**config.mk**
```make
export PLATFORM = sky130hd
export DESIGN_NAME = ipv4_header_parser_unit
export DESIGN_NICKNAME = d
export VERILOG_FILES = /design/src/ihp_pkg.sv /design/src/ihp_front.sv /design/src/ihp_queue.sv /design/src/ihp_back.sv /design/src/ipv4_header_parser_unit.sv
export SDC_FILE = /design/constraint.sdc
export NUM_CORES = 1
export LEC_CHECK = 0
export BUFFER_PORTS_ARGS = -buffer_cell sky130_fd_sc_hd__clkbuf_2
export CORE_MARGIN = 2
export CORE_UTILIZATION = 61
export CTS_CLUSTER_DIAMETER = 60
export DETAILED_ROUTE_END_ITERATION = 7
export GPL_TIMING_DRIVEN = 0
export PLACE_DENSITY = 0.91
export SETUP_SLACK_MARGIN = 0.2
export SKIP_LAST_GASP = 1
export SYNTH_ARGS = -nofsm -noshare
export SYNTH_HDL_FRONTEND = slang
export SYNTH_HIERARCHICAL = 1
export SYNTH_SLANG_ARGS = --single-unit
```
**constraint.sdc**
```tcl
create_clock -name clk -period 8.25 [get_ports clk]
set_input_delay 1.65 -clock clk [delete_from_list [all_inputs] [get_ports clk]]
set_output_delay 1.65 -clock clk [all_outputs]
set_load 0.02 [all_outputs]
```
**src/ihp_pkg.sv**
```systemverilog
// ihp_pkg: shared types and constants for the IPv4 header parser.
// Used by ihp_front, ihp_queue, ihp_back and ipv4_header_parser_unit.
package ihp_pkg;

  // Width of the saturating byte counter (counts up to 65536)
  localparam int unsigned CNT_W = 17;

  localparam logic [CNT_W-1:0] COUNT_MAX     = 17'd65536;
  localparam logic [CNT_W-1:0] MIN_HDR_BYTES = 17'd20;

  // Byte positions inside the fixed header
  localparam logic [CNT_W-1:0] POS_VER_IHL  = 17'd0;
  localparam logic [CNT_W-1:0] POS_TLEN_HI  = 17'd2;
  localparam logic [CNT_W-1:0] POS_TLEN_LO  = 17'd3;
  localparam logic [CNT_W-1:0] POS_SRC_FROM = 17'd12;
  localparam logic [CNT_W-1:0] POS_DST_FROM = 17'd16;
  localparam logic [CNT_W-1:0] POS_DST_END  = 17'd20;

  localparam logic [3:0] IP_VERSION = 4'd4;
  localparam logic [3:0] MIN_IHL    = 4'd5;

  // Status codes
  localparam logic [1:0] ST_OK        = 2'd0;
  localparam logic [1:0] ST_SHORT     = 2'd1;
  localparam logic [1:0] ST_BAD_HDR   = 2'd2;
  localparam logic [1:0] ST_LEN_ERROR = 2'd3;

  // Input beat
  typedef struct packed {
    logic [7:0] in_byte;
    logic       in_last;
  } ihp_in_t;

  // Result beat
  typedef struct packed {
    logic        payload_valid;
    logic [7:0]  payload_byte;
    logic        packet_end;
    logic [1:0]  parse_status;
    logic [31:0] source_addr;
    logic [31:0] dest_addr;
  } ihp_out_t;

  // Queue status seen by front and back
  typedef struct packed {
    logic full;
    logic empty;
  } ihp_q_stat_t;

endpackage

```
**src/ihp_front.sv**
```systemverilog
// ihp_front: accepts packet bytes, tracks header fields and classifies each byte.
// Depends on ihp_pkg; pushes result beats into ihp_queue.
module ihp_front (
  input  logic                 clk,
  input  logic                 rst_n,
  input  logic                 in_valid,
  output logic                 in_stall,
  input  ihp_pkg::ihp_in_t     in_data,
  input  ihp_pkg::ihp_q_stat_t q_stat,
  output logic                 push,
  output ihp_pkg::ihp_out_t    push_data
);
  import ihp_pkg::*;

  logic [CNT_W-1:0] count_r, count_nxt;
  logic [7:0]       vi_r, vi_nxt;
  logic [15:0]      tlen_r, tlen_nxt;
  logic [31:0]      src_r, src_nxt;
  logic [31:0]      dst_r, dst_nxt;

  logic             accept;
  logic [7:0]       vi_cur;
  logic [15:0]      tlen_cur;
  logic [31:0]      src_cur;
  logic [31:0]      dst_cur;
  logic [CNT_W-1:0] count_inc;
  logic [5:0]       hdr_bytes;
  logic             pay;
  logic [1:0]       status;

  assign in_stall = q_stat.full;
  assign accept   = in_valid && !q_stat.full;

  // Header fields including the current byte
  always_comb begin
    vi_cur   = (count_r == POS_VER_IHL) ? in_data.in_byte : vi_r;
    tlen_cur = tlen_r;
    if (count_r == POS_TLEN_HI) begin
      tlen_cur = {in_data.in_byte, tlen_r[7:0]};
    end else if (count_r == POS_TLEN_LO) begin
      tlen_cur = {tlen_r[15:8], in_data.in_byte};
    end
    src_cur = (count_r >= POS_SRC_FROM && count_r < POS_DST_FROM) ?
              {src_r[23:0], in_data.in_byte} : src_r;
    dst_cur = (count_r >= POS_DST_FROM && count_r < POS_DST_END) ?
              {dst_r[23:0], in_data.in_byte} : dst_r;
  end

  // Classification: payload test and end-of-packet status
  always_comb begin
    count_inc = (count_r >= COUNT_MAX) ? COUNT_MAX : count_r + 17'd1;
    hdr_bytes = {vi_cur[3:0], 2'b00};
    pay = (count_r >= CNT_W'(hdr_bytes)) && (count_r >= MIN_HDR_BYTES) &&
          (count_r < {1'b0, tlen_cur});
    priority if (count_inc < MIN_HDR_BYTES) begin
      status = ST_SHORT;
    end else if (vi_cur[7:4] != IP_VERSION || vi_cur[3:0] < MIN_IHL) begin
      status = ST_BAD_HDR;
    end else if (count_inc != {1'b0, tlen_cur}) begin
      status = ST_LEN_ERROR;
    end else begin
      status = ST_OK;
    end
  end

  // Result beat toward the queue
  always_comb begin
    push                    = accept && (pay || in_data.in_last);
    push_data.payload_valid = pay;
    push_data.payload_byte  = pay ? in_data.in_byte : 8'd0;
    push_data.packet_end    = in_data.in_last;
    push_data.parse_status  = in_data.in_last ? status : ST_OK;
    push_data.source_addr   = in_data.in_last ? src_cur : 32'd0;
    push_data.dest_addr     = in_data.in_last ? dst_cur : 32'd0;
  end

  // Next packet state; cleared after the last byte
  always_comb begin
    count_nxt = count_r;
    vi_nxt    = vi_r;
    tlen_nxt  = tlen_r;
    src_nxt   = src_r;
    dst_nxt   = dst_r;
    if (accept) begin
      if (in_data.in_last) begin
        count_nxt = '0;
        vi_nxt    = '0;
        tlen_nxt  = '0;
        src_nxt   = '0;
        dst_nxt   = '0;
      end else begin
        count_nxt = count_inc;
        vi_nxt    = vi_cur;
        tlen_nxt  = tlen_cur;
        src_nxt   = src_cur;
        dst_nxt   = dst_cur;
      end
    end
  end

  always_ff @(posedge clk) begin
    if (!rst_n) begin
      count_r <= '0;
      vi_r    <= '0;
      tlen_r  <= '0;
      src_r   <= '0;
      dst_r   <= '0;
    end else begin
      count_r <= count_nxt;
      vi_r    <= vi_nxt;
      tlen_r  <= tlen_nxt;
      src_r   <= src_nxt;
      dst_r   <= dst_nxt;
    end
  end

  // Packet state restarts after an end-of-packet beat
  a_clear_after_end: assert property (@(posedge clk) disable iff (!rst_n)
    push && push_data.packet_end |=> count_r == '0 && vi_r == '0 && tlen_r == '0)
    else $error("packet state not cleared after last byte");

  // Counter saturates
  a_count_sat: assert property (@(posedge clk) disable iff (!rst_n)
    count_r <= COUNT_MAX)
    else $error("byte count beyond saturation");

endmodule

```
**src/ihp_queue.sv**
```systemverilog
// ihp_queue: small register FIFO of result beats between front and back.
// Depends on ihp_pkg.
module ihp_queue #(
  parameter int unsigned DEPTH = 4
) (
  input  logic                 clk,
  input  logic                 rst_n,
  input  logic                 push,
  input  ihp_pkg::ihp_out_t    push_data,
  input  logic                 pop,
  output ihp_pkg::ihp_out_t    pop_data,
  output ihp_pkg::ihp_q_stat_t q_stat
);
  import ihp_pkg::*;

  localparam int unsigned AW = (DEPTH > 1) ? $clog2(DEPTH) : 1;
  localparam int unsigned CW = $clog2(DEPTH + 1);

  ihp_out_t        mem_r [DEPTH];
  logic [AW-1:0]   wr_ptr_r, wr_ptr_nxt;
  logic [AW-1:0]   rd_ptr_r, rd_ptr_nxt;
  logic [CW-1:0]   cnt_r, cnt_nxt;

  assign q_stat.full  = (cnt_r == CW'(DEPTH));
  assign q_stat.empty = (cnt_r == '0);
  assign pop_data     = mem_r[rd_ptr_r];

  // Pointer and fill count update
  always_comb begin
    wr_ptr_nxt = wr_ptr_r;
    rd_ptr_nxt = rd_ptr_r;
    cnt_nxt    = cnt_r;
    if (push) begin
      wr_ptr_nxt = (wr_ptr_r == AW'(DEPTH - 1)) ? '0 : wr_ptr_r + AW'(1);
    end
    if (pop) begin
      rd_ptr_nxt = (rd_ptr_r == AW'(DEPTH - 1)) ? '0 : rd_ptr_r + AW'(1);
    end
    if (push && !pop) begin
      cnt_nxt = cnt_r + CW'(1);
    end else if (pop && !push) begin
      cnt_nxt = cnt_r - CW'(1);
    end
  end

  always_ff @(posedge clk) begin
    if (!rst_n) begin
      wr_ptr_r <= '0;
      rd_ptr_r <= '0;
      cnt_r    <= '0;
    end else begin
      wr_ptr_r <= wr_ptr_nxt;
      rd_ptr_r <= rd_ptr_nxt;
      cnt_r    <= cnt_nxt;
    end
  end

  // Storage, no reset
  always_ff @(posedge clk) begin
    if (push) begin
      mem_r[wr_ptr_r] <= push_data;
    end
  end

  a_no_overflow: assert property (@(posedge clk) disable iff (!rst_n)
    push |-> !q_stat.full || pop)
    else $error("push into full queue");

  a_no_underflow: assert property (@(posedge clk) disable iff (!rst_n)
    pop |-> !q_stat.empty)
    else $error("pop from empty queue");

endmodule

```
**src/ihp_back.sv**
```systemverilog
// ihp_back: output register stage that drains the queue onto the result port.
// Depends on ihp_pkg; reads from ihp_queue.
module ihp_back (
  input  logic                 clk,
  input  logic                 rst_n,
  input  ihp_pkg::ihp_q_stat_t q_stat,
  input  ihp_pkg::ihp_out_t    pop_data,
  output logic                 pop,
  output logic                 out_valid,
  input  logic                 out_stall,
  output ihp_pkg::ihp_out_t    out_data
);
  import ihp_pkg::*;

  logic     out_valid_r, out_valid_nxt;
  ihp_out_t out_data_r;
  logic     load;

  // Load a new beat when the register is empty or being taken
  assign load = !out_valid_r || !out_stall;
  assign pop  = load && !q_stat.empty;

  always_comb begin
    out_valid_nxt = out_valid_r;
    if (load) begin
      out_valid_nxt = !q_stat.empty;
    end
  end

  always_ff @(posedge clk) begin
    if (!rst_n) begin
      out_valid_r <= 1'b0;
    end else begin
      out_valid_r <= out_valid_nxt;
    end
  end

  always_ff @(posedge clk) begin
    if (pop) begin
      out_data_r <= pop_data;
    end
  end

  assign out_valid = out_valid_r;
  assign out_data  = out_data_r;

endmodule

```
**src/ipv4_header_parser_unit.sv**
```systemverilog
// Streaming IPv4 header parser: takes one packet byte per beat and returns payload bytes and
// an end-of-packet status with the captured source and destination addresses. One byte is
// accepted every cycle while in_stall is low. The front classifies the byte in the cycle
// it is accepted, and the result beat is written into the queue at that edge. A queue of
// QUEUE_DEPTH result beats sits between the front and the output register, so in_stall
// rises only when the result side has stalled long enough to fill that queue. Bytes that
// produce no result (header bytes and bytes past the total length, other than the last)
// pass through without using a queue slot. Payload beats are tentative: drop the packet's
// payload when the end-of-packet status is not ok.
//
// Depends on ihp_pkg, ihp_front, ihp_queue and ihp_back.
module ipv4_header_parser_unit #(
  parameter int unsigned QUEUE_DEPTH = 4
) (
  input  logic              clk,
  input  logic              rst_n,
  input  logic              in_valid,
  output logic              in_stall,
  input  ihp_pkg::ihp_in_t  in_data,
  output logic              out_valid,
  input  logic              out_stall,
  output ihp_pkg::ihp_out_t out_data
);
  import ihp_pkg::*;

  ihp_q_stat_t q_stat;
  logic        push;
  ihp_out_t    push_data;
  logic        pop;
  ihp_out_t    pop_data;

  // Front: accept and classify bytes
  ihp_front u_front (
    .clk       (clk),
    .rst_n     (rst_n),
    .in_valid  (in_valid),
    .in_stall  (in_stall),
    .in_data   (in_data),
    .q_stat    (q_stat),
    .push      (push),
    .push_data (push_data)
  );

  // Result queue
  ihp_queue #(
    .DEPTH (QUEUE_DEPTH)
  ) u_queue (
    .clk       (clk),
    .rst_n     (rst_n),
    .push      (push),
    .push_data (push_data),
    .pop       (pop),
    .pop_data  (pop_data),
    .q_stat    (q_stat)
  );

  // Back: output register
  ihp_back u_back (
    .clk       (clk),
    .rst_n     (rst_n),
    .q_stat    (q_stat),
    .pop_data  (pop_data),
    .pop       (pop),
    .out_valid (out_valid),
    .out_stall (out_stall),
    .out_data  (out_data)
  );

endmodule

```
### Yosys cells after proc, flatten, opt, wreduce, memory -nomap -nowiden

Memories as Yosys holds them, arrays and structs flattened. A register that Yosys moved wholly into a read port is not among the register bits.
Cells that the tools add are included.

* output and inout bits: 78
* memory bits (writable): 304
* memories kept: 1
* flip-flop bits (word level): 113
* logic and storage cells: 77

Memories
* u_queue.mem_r: depth 4, width 76, read ports 1, clocked after memory_dff 1, write ports 1, RTL line ihp_queue.sv:19 `ihp_out_t mem_r [DEPTH];`

* multiplexer cells: 24
* $add $sub $neg: 5
* eq/ne operators: 7
* order comparisons: 10
* reductions and logical operators: 21

Operators with widths (count)
* 2-to-1 mux 32 bit: 6
* less-than comparator 17 x 5 -> 1 bit (second input constant): 3
* equality test 17 x 2 -> 1 bit (second input constant): 2
* >= comparator 17 x 5 -> 1 bit (second input constant): 2
* 2-to-1 mux 17 bit: 2
* 2-to-1 mux 16 bit: 2
* 2-to-1 mux 8 bit: 4
* adder 17 x 1 -> 17 bit (second input constant): 1
* >= comparator 17 bit (second input constant): 1
* >= comparator 17 x 4 -> 1 bit (second input constant): 1
* >= comparator 17 x 6 -> 1 bit: 1
* zero test 17 bit: 1
* less-than comparator 17 x 16 -> 1 bit: 1
* inequality test 17 x 16 -> 1 bit: 1
* 2-to-1 mux 2 bit: 6
* logical AND 1 bit: 9
* zero test 1 bit: 6
* 2-to-1 mux 3 bit: 2
* adder 2 x 1 -> 2 bit (second input constant): 2
* equality test 2 bit (second input constant): 2
* less-than comparator 4 x 3 -> 1 bit (second input constant): 1
* inequality test 4 x 3 -> 1 bit (second input constant): 1
* adder 3 x 1 -> 3 bit (second input constant): 1
* equality test 3 bit (second input constant): 1
* 5 further kinds: 8

### Logic depth before layout (Yosys ltp)

* depth after elaboration: 11
* gate-level depth with buffers: 22
* depth with buffers taken out: 20

### By module

The synthesis kept the hierarchy.

Modules (own cells, without submodules)
* ihp_queue: area an instance 11468.5 sq um, cells each 441, instances 1
* ihp_front: area an instance 6691.4 sq um, cells each 850, instances 1
* ihp_back: area an instance 2322.2 sq um, cells each 80, instances 1

### Least setup slack after synthesis

OpenSTA, ideal clock, no wires.

* kind: input to register
* start point: in out_stall
* end point: reg u_queue.cnt_r[2]
* data arrival time: 6.905 ns
* buffers on the path: 0
* setup slack: 1.269 ns
* stages on the path: 8
* cells stage by stage: a21oi_1 -> inv_1 -> ha_1 -> inv_1 -> fa_1 -> xor2_1 -> or3_1 -> a21boi_0

* longest elaborated chain between the ends: 6
* elaborated cells on any way between the ends: 8
* classes of those cells: mux (1); reduce/logical (7)

Ends and longest elaborated chain
* from (decl): RTL line ipv4_header_parser_unit.sv:21 `input logic out_stall,`
* zero test 1 bit (*): RTL line ihp_back.sv:20 `assign load = !out_valid_r || !out_stall;`
* logical OR 1 bit (*): RTL line ihp_back.sv:20
* logical AND 1 bit (*): RTL line ihp_back.sv:21 `assign pop = load && !q_stat.empty;`
* zero test 1 bit: RTL line ihp_queue.sv:39 `if (push && !pop) begin`
* logical AND 1 bit: RTL line ihp_queue.sv:39
* 2-to-1 mux 3 bit or nonzero test 2 bit (tied branches)
* to (signal assigned): RTL line ihp_queue.sv:54 `cnt_r <= cnt_nxt;`
* to (decl): RTL line ihp_queue.sv:22 `logic [CW-1:0] cnt_r, cnt_nxt;`

Every way passes the cells marked *; elsewhere a longest branch is shown, timed or not.
A chain may end at the register's enable or synchronous reset.

### Worst setup path after layout

* start point: reg u_front.count_r[0]
* end point: reg u_queue.cnt_r[2]

* longest elaborated chain between the ends: 10
* elaborated cells on any way between the ends: 18
* classes of those cells: order compare (3); eq/ne (2); mux (4); reduce/logical (9)

Ends and longest elaborated chain
* from (decl): RTL line ihp_front.sv:15 `logic [CNT_W-1:0] count_r, count_nxt;`
* from (signal assigned): RTL line ihp_front.sv:109 `count_r <= count_nxt;`
* equality test 17 x 2 -> 1 bit or zero test 17 bit (tied branches): RTL line ihp_front.sv:40, ihp_front.sv:36
* 2-to-1 mux 8 bit, on equally long branches: RTL line ihp_front.sv:40, ihp_front.sv:36
* 2-to-1 mux 16 bit or >= comparator 17 x 6 -> 1 bit (tied branches): RTL line ihp_front.sv:38, ihp_front.sv:53
* less-than comparator 17 x 16 -> 1 bit or logical AND 1 bit (tied branches): RTL line ihp_front.sv:54, ihp_front.sv:53
* logical AND 1 bit (*): RTL line ihp_front.sv:53 `pay = (count_r >= CNT_W'(hdr_bytes)) && (count_r >= MIN_HDR_BYTES) &&`
* via u_front.pay: RTL line ihp_front.sv:28 `logic pay;`
* logical OR 1 bit (*): RTL line ihp_front.sv:68 `push = accept && (pay || in_data.in_last);`
* logical AND 1 bit (*): RTL line ihp_front.sv:68
* via push: RTL line ipv4_header_parser_unit.sv:27 `logic push;`
* zero test 1 bit: RTL line ihp_queue.sv:41 `end else if (pop && !push) begin`
* logical AND 1 bit: RTL line ihp_queue.sv:41
* nonzero test 2 bit (no line)

Mark *: on every way through the listed nets, which the timed path passes. The rest lies on a longest branch.

==> run metrics <==
overall routed net length=51100 um; proportion of register bits with asynchronous set or reset after synthesis=0%; gate family responsible for the most delay along the worst path=compound AO/OA/AOI/OAI gates; power per unit of standard cell area=just under 300 nW/um^2; share of final-layout standard cells stronger than drive strength 1=approximately 19%; worst setup path start=u_front/count_r[0]$_SDFFE_PN0P_; clock tree from TritonCTS=yes; core region area=between 30000 and 40000 um^2; synth unique cells=65; number of max-cap violations=0; count of synthesis-stage warnings from yosys=6; total routing usage reported by global routing=between 20% and 30%; die area=35100 um^2; CTS clk-pin slew, worst paths=approximately 0.06 ns; Yosys reg bits=495; most used standard cells in the synthesized netlist=380 x edfxtp_1, 159 x nand2_1, 115 x dfxtp_1; layer with the highest usage=met2; net count of the mapped netlist=between 1000 and 1500; Setup Crit Path Kind=reg2reg; top_reg_cell synth=edfxtp_1; met2 capacity usage during global routing=between 40% and 50%; number of buffers inserted for hold repair after clock tree synthesis=0; library cell with the highest instance count after synthesis=edfxtp_1; CP Capture Type=flop; die boundary width=roughly 190 um; met3 demand-to-capacity share in global routing=under 10%; CP Buf/Inv Count=4; overall via count from detail_route=around 13000; number of buffers added on ports=89; RSZ-0062 raised after global routing=false; Vias per Instance=about 6.5; router iterations before antenna repair=6; Avg Cell Area, Syn=14.9 um^2; # resized after CTS=0; required time of the critical path=8.72 ns; buffers inserted during post-CTS setup optimization=0; part of the cycle the worst path needs=approximately 69%; remaining global-route overflow=0; Skew-Pair Late Insertion Delay=0.56 ns; Static Leakage=between 7 and 8 nW; largest incremental delay on the critical path=~0.45 ns; HP Start=u_back/out_valid$_SDFFE_PN0P_; Final Hold Vio Count=0; worst-margin pin slew=a little under 1 ns; reg2reg start=u_front/count_r[0]$_SDFFE_PN0P_; most used cell along the critical path=ha_1; area growth from synthesis to final layout=13.3%; gate count of the mapped netlist=1371; number of antenna violations at the first check in global routing=0; violation count after the first detailed-routing iteration=2021; residual DRC count=0; vias in the first global route=12987; worst hold-check path type=reg2reg; pin count of the biggest net entering global routing=56; Post-layout nets=between 1500 and 2000; gp weighted congestion=roughly 0.95; total count of max-transition violations in the final report=0; filler instances=1989; top cell type by total area after synthesis=edfxtp_1; number of synthesized flops with an enable pin=380; clock buffer count from CTS=48; critical path cell sequence=clkbuf_1 > inv_1 > ha_1 > nor4b_1 > and4_1 > buf_4 > mux2i_1 > ha_1 > a21o_1 > a211o_1 > a221oi_1 > o311a_2 > o21a_1 > ha_1 > inv_1 > fa_1 > xor2_1 > or3_1 > a21boi_0; effective utilization at floorplan=61.5%; critical path launch point type=flop; worst max-slew margin expressed relative to the limit=34.7%; half-perimeter wire length after placement=approximately 32000 um; minimum clock period after layout=5.72 ns; final setup violation count=0; Post-DRT Antenna Nets=0; synthesized area=20500 um^2; post-detailed-route wirelength per cell=25.5 um; GR Util met1=about two fifths; first-pass GRT wire length=between 70000 and 80000 um; endpoint arrival time on the critical path=between 6 and 7 ns; clock tree skew after final layout=approximately 0.020 ns; fraction of the yosys area taken by sequential cells=around 67%; clock sinks=a little under 500; CTS HTree Levels=2; cell at the root of the clock tree=clkbuf_16; Max clock buf depth=3; Slowest-stage cell, CP=mux2i_1; worst hold slack across all endpoints=0.540 ns; final total power=6.78 mW; cell row count=67; run status=completed; main area contributors after synthesis=edfxtp_1 56%, dfxtp_1 11%, mux4_2 8.4%; number of top-level pins=91; Max Clock Freq=between 0.15 and 0.2 GHz; Worst IR Drop VDD=between 0.0002 and 0.0003 V; top fanout value on the critical path=10; chip height=between 150 and 200 um; share of the synthesized area in the top cell type=between 50% and 60%
## final cells by class
class | count | area (um^2) | area share (%)
antenna | 1 | 2.50 | 0.0108
buffer | 88 | 493 | 2.12
clock buffer | 65 | 1320 | 5.67
clock inverter | 24 | 221 | 0.955
inverter | 13 | 48.8 | 0.210
multi-input combinational | 775 | 6250 | 26.9
sequential | 495 | 13700 | 59.1
tap | 448 | 561 | 2.42
timing repair buffer | 95 | 596 | 2.57
## where the power goes
part,leakage [nW],switching (mW),internal [mW]
registers,4.54,0.100,3.06
clock network,0.758,0.930,1.20
logic,2.35,0.920,0.574
## stage by stage
| step | instance area [um^2] | util (%) | setup TNS [ns] | cells | worst slack (ns) |
|---|---|---|---|---|---|
| after CTS | 23200 | 69.7 | 0 | 2003 | 2.63 |
| final | 23200 | 69.7 | 0 | 2004 | 2.53 |
| after global routing | 23200 | 69.7 | 0 | 2003 | 2.18 |
| after detailed placement | 21700 | 65.1 | 0 | 1914 | 2.26 |
| after floorplan | 20500 | - | 0 | 1371 | 1.27 |
| after global placement | 21500 | 64.6 | -5.23 | 1908 | -1.42 |
## placed cells by master, fill, tap and decap left out, types with 10 or more instances in the layout
cell type  synthesis  routed
inv_1             13      13
a22oi_1           74      74
and2_1            33      29
a21oi_1           17      16
mux2i_1           24      24
clkinv_2           0      10
nand4_1           11      11
ha_1              27      27
dfxtp_1          115     115
nand2_1          159     159
nor2b_1           96      96
buf_2             16      16
a21boi_0          67      67
clkbuf_16          0      49
nor3_1            12      12
nor2_1            22      22
edfxtp_1         380     380
clkbuf_1          49      62
o21ai_0           39      39
clkbuf_2           0      89
xnor2_1           10      10
xor2_1            13      13
nand3_1           13      13
mux4_2            76      76
## worst paths after layout
check	end	cells after the start	slack, ns
setup / recovery	u_queue/cnt_r[2]$_SDFFE_PN0P_	19	2.53
hold / removal	u_back/out_valid$_SDFFE_PN0P_	2	0.54
setup reg to reg	u_queue/cnt_r[2]$_SDFFE_PN0P_	19	2.53
hold reg to reg	u_back/out_valid$_SDFFE_PN0P_	2	0.54
## cell families after synthesis
| logic type | count (synthesis) | share of synthesized area [%] |
|---|---|---|
| DFF | 495 | 67.0 |
| and+or+nand+nor | 388 | 9.90 |
| AOI/OAI and AO/OA | 232 | 8.01 |
| muxes | 104 | 9.76 |
| buffers and inverters | 101 | 2.65 |
| adders and majority gates | 28 | 1.75 |
| xor gates and xnor gates | 23 | 0.983 |
## tightest hold or removal path, cell delays in order, from the launching register on
cell and delay (ns):
dfxtp_1 0.35, nand2_1 0.09, a21boi_2 0.05
## flip-flops by register name (all words and copies together), names as in the netlist, named ones only
| signal | count |
|---|---|
| u_back/out_data | 76 |
| u_front/src_r | 32 |
| u_back/out_valid | 1 |
| u_front/dst_r | 32 |
| u_queue/cnt_r | 3 |
| u_front/count_r | 17 |
| u_front/vi_r | 8 |
| u_queue/wr_ptr_r | 2 |
| u_queue/rd_ptr_r | 2 |
| u_queue/mem_r | 304 |
| u_front/tlen_r | 16 |
## layer usage
metal  up-vias  share of wire [%]
met5         -                  0
met1      6431                 37
met4         0                3.3
met3       157                8.7
met2       899                 51
li1       5494                  -
No activity file was read; power rests on OpenSTA's default activity.
